==> src/address_block_registry_unit_defines.svh <==
// Assertion macros shared by the registry RTL.
`ifndef ADDRESS_BLOCK_REGISTRY_UNIT_DEFINES_SVH
`define ADDRESS_BLOCK_REGISTRY_UNIT_DEFINES_SVH

// Same-cycle implication, checked on clock, off while reset is high.
`define ABRU_ASSERT_SAME(label, ante, cons) \
   label: assert property (@(posedge clock) disable iff (reset) (ante) |-> (cons)) \
      else $error("abru check failed");

// Next-cycle implication, checked on clock, off while reset is high.
`define ABRU_ASSERT_NEXT(label, ante, cons) \
   label: assert property (@(posedge clock) disable iff (reset) (ante) |=> (cons)) \
      else $error("abru check failed");

`endif

==> src/abru_pkg.sv <==
// Shared constants, types and the hash function of the block registry.
package abru_pkg;

   localparam int TABLE_DEPTH  = 4096;
   localparam int IDX_W        = $clog2(TABLE_DEPTH);
   localparam int ADDRESS_BITS = 48;
   localparam int HASH_SHIFT   = 16;
   localparam logic [63:0] HASH_MULT = 64'h9E3779B97F4A7C15;

   localparam logic [1:0] ACT_INSERT = 2'd0;
   localparam logic [1:0] ACT_REMOVE = 2'd1;
   localparam logic [1:0] ACT_QUERY  = 2'd2;

   localparam logic [1:0] ST_OK        = 2'd0;
   localparam logic [1:0] ST_NOT_FOUND = 2'd1;
   localparam logic [1:0] ST_FULL      = 2'd2;
   localparam logic [1:0] ST_INVALID   = 2'd3;

   localparam logic [1:0] KIND_NONE   = 2'd0;
   localparam logic [1:0] KIND_EXACT  = 2'd1;
   localparam logic [1:0] KIND_INSIDE = 2'd2;

   typedef enum logic [2:0] {
      RES_INVALID,
      RES_OK,
      RES_NOT_FOUND,
      RES_FULL,
      RES_EXACT,
      RES_INSIDE
   } res_sel_type;

   typedef struct packed {
      logic        load;
      logic        start_probe;
      logic        start_scan;
      logic        run;
      logic        clear;
      logic        wr_insert;
      logic        wr_remove;
      logic        set_res;
      res_sel_type res_sel;
      logic        out_load;
   } cmd_type;

   typedef struct packed {
      logic [1:0] act;
      logic       invalid;
      logic       rem_zero;
      logic       eval_valid;
      logic       free;
      logic       empty;
      logic       match;
      logic       contain;
      logic       last;
      logic       clear_done;
   } sts_type;

   // Only the low index bits of the 64-bit product are kept, so only the
   // low index bits of the operands take part.
   function automatic logic [IDX_W-1:0] home_slot(input logic [ADDRESS_BITS-1:0] a);
      logic [ADDRESS_BITS-1:0] v;
      logic [2*IDX_W-1:0]      p;
      v = a ^ (a >> HASH_SHIFT);
      p = v[IDX_W-1:0] * HASH_MULT[IDX_W-1:0];
      return p[IDX_W-1:0];
   endfunction

endpackage

==> src/abru_ctrl.sv <==
// Controller state machine of the block registry.
`include "address_block_registry_unit_defines.svh"

module abru_ctrl
   import abru_pkg::*;
(
   input  logic    clock,
   input  logic    reset,
   input  logic    req_tvalid,
   output logic    req_tready,
   output logic    rsp_tvalid,
   input  logic    rsp_tready,
   input  sts_type sts,
   output cmd_type cmd
);

   typedef enum logic [2:0] {
      S_CLEAR,
      S_IDLE,
      S_HASH,
      S_PROBE,
      S_SCAN,
      S_FINISH
   } state_type;

   state_type state_ff, state_in;
   logic      rsp_tvalid_ff;

   assign req_tready = (state_ff == S_IDLE);
   assign rsp_tvalid = rsp_tvalid_ff;

   always_comb begin
      cmd      = '0;
      cmd.res_sel = RES_INVALID;
      state_in = state_ff;
      unique case (state_ff)
         S_CLEAR: begin
            cmd.clear = 1'b1;
            if (sts.clear_done) begin
               state_in = S_IDLE;
            end
         end
         S_IDLE: begin
            if (req_tvalid) begin
               cmd.load = 1'b1;
               state_in = S_HASH;
            end
         end
         S_HASH: begin
            if (sts.invalid) begin
               cmd.set_res = 1'b1;
               cmd.res_sel = RES_INVALID;
               state_in    = S_FINISH;
            end else if (sts.rem_zero) begin
               cmd.set_res = 1'b1;
               cmd.res_sel = RES_OK;
               state_in    = S_FINISH;
            end else begin
               cmd.start_probe = 1'b1;
               state_in        = S_PROBE;
            end
         end
         S_PROBE: begin
            cmd.run = 1'b1;
            if (sts.eval_valid) begin
               case (sts.act)
                  ACT_INSERT: begin
                     if (sts.free) begin
                        cmd.wr_insert = 1'b1;
                        cmd.set_res   = 1'b1;
                        cmd.res_sel   = RES_OK;
                        state_in      = S_FINISH;
                     end else if (sts.last) begin
                        cmd.set_res = 1'b1;
                        cmd.res_sel = RES_FULL;
                        state_in    = S_FINISH;
                     end
                  end
                  ACT_REMOVE: begin
                     if (sts.empty || (sts.last && !sts.match)) begin
                        cmd.set_res = 1'b1;
                        cmd.res_sel = RES_NOT_FOUND;
                        state_in    = S_FINISH;
                     end else if (sts.match) begin
                        cmd.wr_remove = 1'b1;
                        cmd.set_res   = 1'b1;
                        cmd.res_sel   = RES_OK;
                        state_in      = S_FINISH;
                     end
                  end
                  default: begin
                     if (sts.match) begin
                        cmd.set_res = 1'b1;
                        cmd.res_sel = RES_EXACT;
                        state_in    = S_FINISH;
                     end else if (sts.empty || sts.last) begin
                        // exact lookup missed: sweep for a containing block
                        cmd.run        = 1'b0;
                        cmd.start_scan = 1'b1;
                        state_in       = S_SCAN;
                     end
                  end
               endcase
            end
         end
         S_SCAN: begin
            cmd.run = 1'b1;
            if (sts.eval_valid) begin
               if (sts.contain) begin
                  cmd.set_res = 1'b1;
                  cmd.res_sel = RES_INSIDE;
                  state_in    = S_FINISH;
               end else if (sts.last) begin
                  cmd.set_res = 1'b1;
                  cmd.res_sel = RES_NOT_FOUND;
                  state_in    = S_FINISH;
               end
            end
         end
         S_FINISH: begin
            // hold until the output register is free
            if (!rsp_tvalid_ff || rsp_tready) begin
               cmd.out_load = 1'b1;
               state_in     = S_IDLE;
            end
         end
         default: begin
            state_in = S_CLEAR;
         end
      endcase
   end

   always_ff @(posedge clock) begin
      if (reset) begin
         state_ff      <= S_CLEAR;
         rsp_tvalid_ff <= 1'b0;
      end else begin
         state_ff <= state_in;
         if (cmd.out_load) begin
            rsp_tvalid_ff <= 1'b1;
         end else if (rsp_tready) begin
            rsp_tvalid_ff <= 1'b0;
         end
      end
   end

   `ABRU_ASSERT_NEXT(a_accept_hash, req_tvalid && req_tready, state_ff == S_HASH)
   `ABRU_ASSERT_SAME(a_write_on_eval, cmd.wr_insert || cmd.wr_remove, sts.eval_valid)
   `ABRU_ASSERT_SAME(a_insert_action, cmd.wr_insert, sts.act == ACT_INSERT)
   `ABRU_ASSERT_NEXT(a_finish_loads, cmd.out_load, rsp_tvalid)

endmodule

==> config.mk <==
export PLATFORM = sky130hd
export DESIGN_NAME = abru_ctrl
export DESIGN_NICKNAME = d
export VERILOG_FILES = /design/src/abru_pkg.sv /design/src/abru_ctrl.sv
export VERILOG_INCLUDE_DIRS = /design/src /design/src/src
export SDC_FILE = /design/constraint.sdc
export NUM_CORES = 1
export LEC_CHECK = 0
export ABC_AREA = 1
export BUFFER_PORTS_ARGS = -buffer_cell sky130_fd_sc_hd__buf_2
export CAP_MARGIN = 20
export CORE_MARGIN = 5
export CORE_UTILIZATION = 25
export DETAILED_ROUTE_END_ITERATION = 6
export GPL_TIMING_DRIVEN = 1
export PLACE_DENSITY = 0.56
export SLEW_MARGIN = 20
export SYNTH_ARGS = -nofsm -noshare
export SYNTH_HDL_FRONTEND = slang
export SYNTH_SLANG_ARGS = --single-unit
==> constraint.sdc <==
create_clock -name clock -period 1.9 [get_ports clock]
set_clock_uncertainty 0.2 [all_clocks]
set_input_delay 0.38 -clock clock [delete_from_list [all_inputs] [get_ports clock]]
set_output_delay 0.38 -clock clock [all_outputs]
set_load 0.01 [all_outputs]
==> results of run 1 <==
-- registers in the layout, summed over array words and instances (netlist names) --
name	flops
state_ff	3
rsp_tvalid	1
-- per-stage QoR --
step	setup WS, ns	TNS (ns)
floorplan	0.161	0
global placement	-0.0267	-0.0267
detailed placement	-0.00884	-0.00884
CTS	-0.0232	-0.0506
global route	-0.133	-0.577
finish	-0.0431	-0.115
-- cell usage after synthesis --
library cell	number
o21ai_1	2
nand3b_1	2
o31ai_1	1
nor3_1	3
o21ai_0	7
nand3_1	15
nand2_4	2
nand2_2	3
nor2_2	4
nor3_2	1
inv_1	13
a21oi_1	6
dfxtp_1	4
nor2_1	13
a31oi_1	1
o41ai_1	1
nor4_1	1
o21a_1	2
nor2_4	1
nand2_1	19
inv_2	5
buf_4	1
-- final timing paths --
path	cells after the start	slack, ns	end	from
max	6	-0.04	cmd[2]	state_ff[0]$_SDFFE_PP0P_
min	2	0.14	state_ff[0]$_SDFFE_PP0P_	reset
max reg2reg	8	0.43	state_ff[1]$_SDFFE_PP0P_	state_ff[2]$_SDFFE_PP0P_
min reg2reg	4	0.36	rsp_tvalid$_SDFFE_PP0P_	rsp_tvalid$_SDFFE_PP0P_
-- cell type report --
cell class | instances | share of cell area (%)
multi-input cells | 84 | 50.8
repair buffers | 40 | 25.3
flip-flops and latches | 4 | 10.1
inverters | 18 | 7.44
well taps | 28 | 3.86
clock buffers | 3 | 2.48
-- placed cells by master (no fill, tap or decap), types with 3 or more instances in the layout --
master / count
nand2_2: 5
buf_4: 12
buf_2: 28
a21oi_1: 6
o21ai_0: 6
inv_1: 13
nand3_1: 15
nor2_2: 3
clkbuf_4: 3
inv_2: 5
nand2_1: 17
nor2_1: 12
dfxtp_4: 3
nor2_4: 3
o21ai_1: 3
-- cells by family (layout without fill, tap and decap cells) --
family                 count (synthesis)  count (layout)  synth area share, %
buffers and inverters                 19              61                 12.8
flip-flops                             4               4                 13.6
AO/OA/AOI/OAI                         20              20                 19.2
AND/OR/NAND/NOR                       64              64                 54.4
-- timing repair --
item                                    4_1_cts  5_1_grt
endpoints found under the hold margin         0        0
pin swaps                                     1        3
gates cloned                                  0        0
resized for setup                             9        5
buffers inserted                              2        3
endpoints found under the setup margin       12        8
-- power by group through the flow --
| stage | clock (mW) | combinational (mW) | sequential [mW] |
|---|---|---|---|
| after detailed placement | 0 | 0.490 | 0.157 |
| after floorplan | 0 | 0.334 | 0.143 |
| after global placement | 0 | 0.487 | 0.158 |
| after global routing | 0.125 | 0.626 | 0.177 |
| final | 0.106 | 0.557 | 0.173 |
| after CTS | 0.113 | 0.531 | 0.172 |
-- metal layers --
metal,global-route usage [%],vias up
met5,0,-
met4,2.98,0
met3,4.61,2
met2,20.7,40
met1,14.8,369
li1,-,436
==> impl_metrics.ini, run 1 <==
[status]
run_status = complete, but fails checks
violations = negative setup slack

[pwr]
p_sw_share_pct = 47.9
internal-power_uw = 436
p_comb_share_pct = 66.6
power_switching_uw = 400
peakVddDrop_uv = 669
p_seq_share_pct = 20.7
pwr_density_cell_nw_per_um2 = 920
p_clk_share_pct = 12.7
total_power_uw = 836
p_leak_nw = 0.492

[cells_and_area]
final_nets = 166
multiInputGateArea_sq_um = 462
fin_area_sq_um = 908
area_growth_pct = 54.8
drive_gt1_share_pct = 45.0
diodes = 0
regArea_sq_um = 91.3
stdcell_count = 177
final_util_pct = 40.7
fillers = 258

[sta]
timing.final.ws_setup_ns = -0.0431
fmax_ghz = 0.515
slew_violations = 0
fin_crit_sh_pct = 102
hold_viol_final = 0
slew-limit-headroom_pct = 82.0
tightest_slew_ns = 0.269
rsz0062_at_grt = yes
setup_violations = 3
holdWs_ns = 0.141
period_minus_slack_ns = 1.94

[synthesis]
synth_cells = 107
ys_seq_area_share_pct = 13.6
synthTopCellsByArea = dfxtp_1 (14%), nand3_1 (13%), nand2_1 (12%), inv_1 (8.3%), nor2_1 (8.3%)
syn_nets = 122
synth_area_per_cell_sq_um = 5.48
yosysTopAreaCell = dfxtp_1
synth_cell_types = 22
synthDominantCellAreaShare_pct = 13.6
synth_area_sq_um = 587
ys_ff_latch = 4
yosys_warnings = 0

[clock_network]
cts_sinks = 4
cts_buffers = 3
ctsHtreeMaxLevel = 1
cts_tree = done
cts_hold_buf = 0
cts_max_path_buffers = 2
clkLatencyLatePin_ns = 0.24
root_buffer = clkbuf_4
clk_pin_slew_ns = 0.04

[worst_setup_path]
critPathCaptureType = output port
start_kind = flip-flop
critPathRequiredTime_ns = 1.32
max_stage_delay_ns = 0.38
path_cells = nand2_2 -> nor2_4 -> buf_4 -> nand3_1 -> o41ai_2 -> buf_2
path_delay_family = flip-flops
worstSetupPathType = flip-flop to output port
crit_fanout = 6
cp_num_buf_inv = 2
cp_data_arrival_time_ns = 1.36
slowest_stage = dfxtp_4

[worst_hold_path]
hp-class = input port to flip-flop

[run]
maxCapViolations = 0

[grt]
grt_first_pass_wirelength_mm = 3.35
overflow = 0
grt_usage_pct = 12.3
antenna_found_initial = 0
grt_max_degree = 8
grt_pass1_vias = 811

[floorplanning]
dieHeight_microns = 58.5
rows = 17
io_pins = 29
initial_core_util_pct = 26.3
die_area_sq_um = 3420
dieWidth_microns = 58.5
core-area_sq_um = 2230

[placed_design]
dpl_cell_area_sq_um = 807
dp_hpwl_mm = 1.66
place.gp.congestion = 0.934
place_inst = 169
placement.io_buffers = 28

[detailed_routing]
met1Wirelength_microns = 883
dr_wl_met3_microns = 197
final_antenna_net_count = 0
post-route-drc-count = 0
drtIter0Drc = 27
totalWireLength_mm = 2.11
met2WireLength_mm = 1.02
wire_per_inst_microns = 11.9
drtPass1Iterations = 4
highest_layer = met4
viasPerCell = 4.79
vias = 847
Power figures use the tool's default switching activity.
==> run 2, diff against run 1 <==
--- a/config.mk
+++ b/config.mk
@@ -9,9 +9,11 @@
 export ABC_AREA = 1
 export BUFFER_PORTS_ARGS = -buffer_cell sky130_fd_sc_hd__buf_2
 export CAP_MARGIN = 20
+export CORE_ASPECT_RATIO = 0.75
 export CORE_MARGIN = 5
 export CORE_UTILIZATION = 25
 export DETAILED_ROUTE_END_ITERATION = 6
+export GPL_ROUTABILITY_DRIVEN = 1
 export GPL_TIMING_DRIVEN = 1
 export PLACE_DENSITY = 0.56
 export SLEW_MARGIN = 20
==> impl_metrics.ini, run 2 (synthesized netlist as in run 1, its figures left out) <==
[status]
run_status = complete, but fails checks
violations = negative setup slack

[sta]
hold_viol_final = 0
period_minus_slack_ns = 1.97
slew-limit-headroom_pct = 81.5
setup_violations = 6
rsz0062_at_grt = yes
tightest_slew_ns = 0.274
fmax_ghz = 0.509
fin_crit_sh_pct = 103
timing.final.ws_setup_ns = -0.0659
slew_violations = 0

[floorplanning]
io_pins = 29
initial_core_util_pct = 25.8
dieHeight_microns = 52.0
die_area_sq_um = 3430
rows = 15
core-area_sq_um = 2270
dieWidth_microns = 65.9

[detailed_routing]
vias = 902
wire_per_inst_microns = 12.3
final_antenna_net_count = 0
drtPass1Iterations = 4
viasPerCell = 4.75
post-route-drc-count = 0
drtIter0Drc = 34
totalWireLength_mm = 2.33

[worst_setup_path]
critPathRequiredTime_ns = 1.32
cp_data_arrival_time_ns = 1.39
worstSetupPathType = flip-flop to output port
crit_fanout = 5
critPathCaptureType = output port
start_kind = flip-flop

[placed_design]
place.gp.congestion = 0.880
dp_hpwl_mm = 1.62
placement.io_buffers = 28
place_inst = 175

[grt]
grt_first_pass_wirelength_mm = 3.53
antenna_found_initial = 0
overflow = 0
grt_usage_pct = 12.9
grt_max_degree = 9
grt_pass1_vias = 844

[pwr]
pwr_density_cell_nw_per_um2 = 938
p_leak_nw = 0.545
peakVddDrop_uv = 381

[cells_and_area]
diodes = 0
most-common-layout-cells = buf_2 (27), nand2_1 (16), nand3_1 (14)
final_util_pct = 44.9
drive_gt1_share_pct = 50.0
largest_reg_flops = 3
area_growth_pct = 73.8
final_nets = 173
regMostFlops = state_ff
stdcell_count = 190
fillers = 212
final_common_cell = buf_2

[clock_network]
cts_buffers = 3
cts_sinks = 4
clkLatencyLatePin_ns = 0.23
cts_tree = done
cts_hold_buf = 0
cts_max_path_buffers = 2
root_buffer = clkbuf_4
clk_pin_slew_ns = 0.04
ctsHtreeMaxLevel = 1

[worst_hold_path]
hp-class = input port to flip-flop

[run]
maxCapViolations = 0
-- run 2: critical path, cell delays in order, from the launching register on --
cell	delay [ns]
dfxtp_4	0.39
nand2_4	0.06
nor2_4	0.16
nand2_2	0.09
o21a_1	0.18
o21ai_1	0.12
buf_2	0.15
-- run 2: repair_timing --
action | in CTS | in global routing
pin swaps | 8 | 10
gates resized for setup | 13 | 16
buffers inserted | 9 | 3
setup endpoints to repair | 11 | 9
-- run 2: worst paths after layout --
path	from	depth (start not counted)	to	slack, ns
hold reg to reg	rsp_tvalid$_SDFFE_PP0P_	4	rsp_tvalid$_SDFFE_PP0P_	0.34
hold / removal	reset	2	state_ff[2]$_SDFFE_PP0P_	0.15
setup / recovery	state_ff[1]$_SDFFE_PP0P_	6	cmd[4]	-0.07
setup reg to reg	state_ff[1]$_SDFFE_PP0P_	12	state_ff[2]$_SDFFE_PP0P_	0.03
-- run 2: metrics by stage --
step                      hold slack, ns  setup TNS (ns)  cell area (sq um)  power [mW]  setup WS, ns
after floorplan                    0.249               0                587       0.477         0.161
after global placement             0.331               0                815       0.659        0.0145
after detailed placement           0.340               0                815       0.653        0.0490
after CTS                          0.140          -0.118                940       0.859       -0.0430
after global routing               0.152          -0.600               1020        1.03        -0.115
final                              0.149          -0.140               1020       0.956       -0.0659
-- run 2: area by class of cell --
type	instances	area (sq um)	share of cell area, %
multi-input cells	84	480	47.1
repair buffers	47	315	30.9
flip-flops and latches	4	91.3	8.96
well taps	34	42.5	4.17
inverters	18	67.6	6.63
clock buffers	3	22.5	2.21
-- run 2: where the power goes --
group	switching [mW]	total (mW)	internal, mW
combinational	0.365	0.670	0.306
sequential	0.0596	0.180	0.120
clock	0.0353	0.106	0.0707
total	0.460	0.956	0.496
-- run 2: layer usage --
metal,track usage (%),wire length [microns],part of all wire [%]
met1,16.9,1010,43
met2,22.8,1130,49
met3,0.648,176,7.6
met4,3.72,8,0.34
met5,0,0,0
==> run 3, diff against run 2 <==
--- a/config.mk
+++ b/config.mk
@@ -9,13 +9,12 @@
 export ABC_AREA = 1
 export BUFFER_PORTS_ARGS = -buffer_cell sky130_fd_sc_hd__buf_2
 export CAP_MARGIN = 20
-export CORE_ASPECT_RATIO = 0.75
 export CORE_MARGIN = 5
-export CORE_UTILIZATION = 25
+export CORE_UTILIZATION = 44
 export DETAILED_ROUTE_END_ITERATION = 6
 export GPL_ROUTABILITY_DRIVEN = 1
 export GPL_TIMING_DRIVEN = 1
-export PLACE_DENSITY = 0.56
+export PLACE_DENSITY = 0.84
 export SLEW_MARGIN = 20
 export SYNTH_ARGS = -nofsm -noshare
 export SYNTH_HDL_FRONTEND = slang
==> impl_metrics.ini, run 3 (synthesized netlist as in run 1, its figures left out) <==
[floorplanning]
dieWidth_microns = 46.5
die_area_sq_um = 2160
initial_core_util_pct = 45.7
rows = 13
io_pins = 29
dieHeight_microns = 46.5
core-area_sq_um = 1280

[worst_setup_path]
max_stage_delay_ns = 0.40
slowest_stage = dfxtp_4
path_cells = nand2_4 -> nor2_4 -> buf_4 -> nand3_1 -> o41ai_1 -> buf_2
reg2reg_from = state_ff[2]$_SDFFE_PP0P_
critPathRequiredTime_ns = 1.32
r2r-end = state_ff[1]$_SDFFE_PP0P_
crit_fanout = 6
start_kind = flip-flop
critPathCaptureType = output port
path_delay_family = flip-flops
cp_data_arrival_time_ns = 1.36
regToRegSetupSlack_ns = 0.36
critPathLaunch = state_ff[1]$_SDFFE_PP0P_
r2r_cells = 8
cp_num_buf_inv = 2
worstSetupPathType = flip-flop to output port

[cells_and_area]
diodes = 0
final_common_cell = buf_2
stdcell_count = 159
regMostFlops = state_ff
largest_reg_flops = 3
drive_gt1_share_pct = 41.0
final_nets = 161
fin_area_sq_um = 842
final_util_pct = 65.5
most-common-layout-cells = buf_2 (28), nand2_1 (18), nand3_1 (15), inv_1 (13), nor2_1 (12)
area_growth_pct = 43.5

[clock_network]
root_buffer = clkbuf_4
cts_hold_buf = 0
cts_max_path_buffers = 2
clkLatencyLatePin_ns = 0.23
ctsHtreeMaxLevel = 1
cts_buffers = 3
clk_pin_slew_ns = 0.03
cts_sinks = 4
cts_tree = done

[pwr]
p_sw_share_pct = 49.4
p_comb_share_pct = 65.7
p_leak_nw = 0.473
pwr_density_cell_nw_per_um2 = 985
p_seq_share_pct = 21.8
internal-power_uw = 420
peakVddDrop_uv = 748
power_switching_uw = 410
p_clk_share_pct = 12.5

[grt]
antenna_found_initial = 0
grt_max_degree = 9
grt_usage_pct = 20.4
overflow = 0
grt_first_pass_wirelength_mm = 3.14
grt_pass1_vias = 808

[detailed_routing]
wire_per_inst_microns = 12.4
drtIter0Drc = 27
final_antenna_net_count = 0
viasPerCell = 5.47
post-route-drc-count = 0
drtPass1Iterations = 4
totalWireLength_mm = 1.98
vias = 870

[sta]
fin_crit_sh_pct = 102
fmax_ghz = 0.515
period_minus_slack_ns = 1.94
slew-limit-headroom_pct = 80.9
rsz0062_at_grt = yes
slew_violations = 0
timing.final.ws_setup_ns = -0.0433
tightest_slew_ns = 0.283
setup_violations = 4
hold_viol_final = 0

[placed_design]
place_inst = 153
dpl_cell_area_sq_um = 768
placement.io_buffers = 28
dp_hpwl_mm = 1.58
place.gp.congestion = 0.938

[worst_hold_path]
min_to = state_ff[0]$_SDFFE_PP0P_
min_path_cells = 2
hp-class = input port to flip-flop
min-delay-start = reset

[status]
run_status = complete, but fails checks
violations = negative setup slack

[run]
maxCapViolations = 0
run 3: layout make-up:
class                   count  area [sq um]
multi-input cells          84           452
fillers                   125           443
repair buffers             35           193
flip-flops and latches      4          88.8
inverters                  18          67.6
clock buffers               3          22.5
well taps                  15          18.8
run 3: through the flow:
step | setup WS [ns] | hold WS (ns) | power, mW | TNS, ns
2_1_floorplan | 0.161 | 0.249 | 0.477 | 0
3_3_place_gp | 0.0536 | 0.335 | 0.613 | 0
3_5_place_dp | 0.0143 | 0.340 | 0.619 | 0
4_1_cts | -0.0455 | 0.153 | 0.771 | -0.0666
5_1_grt | -0.131 | 0.164 | 0.905 | -0.524
6_report | -0.0433 | 0.156 | 0.830 | -0.111
run 3: worst max path at each step:
stage          slack (ns)     end  cells past startpoint
2_1_floorplan        0.16  cmd[1]                      6
3_3_place_gp         0.05  cmd[2]                      7
3_5_place_dp         0.01  cmd[2]                      7
4_1_cts             -0.05  cmd[4]                      6
5_1_grt             -0.13  cmd[4]                      6
6_report            -0.04  cmd[2]                      6
run 3: layer usage:
metal | vias up | wire [microns] | global-route usage (%)
met5 | - | 0 | 0
met4 | 0 | 38 | 13.6
met3 | 4 | 182 | 2.73
met2 | 59 | 1050 | 38.5
met1 | 374 | 706 | 20.0
li1 | 433 | - | -
run 3: repair_timing:
| item | CTS | global route |
|---|---|---|
| gates resized for setup | 7 | 4 |
| setup buffers | 1 | 2 |
| hold endpoints to repair | 0 | 0 |
| endpoints found under the setup margin | 10 | 7 |
| pin swaps | 1 | 4 |
run 3: power by group through the flow:
stage                     clock [mW]  sequential (mW)  combinational (mW)
after floorplan                    0            0.143               0.334
after global placement             0            0.157               0.456
after detailed placement           0            0.161               0.459
after CTS                      0.109            0.177               0.486
after global routing           0.120            0.185               0.601
final                          0.103            0.181               0.545
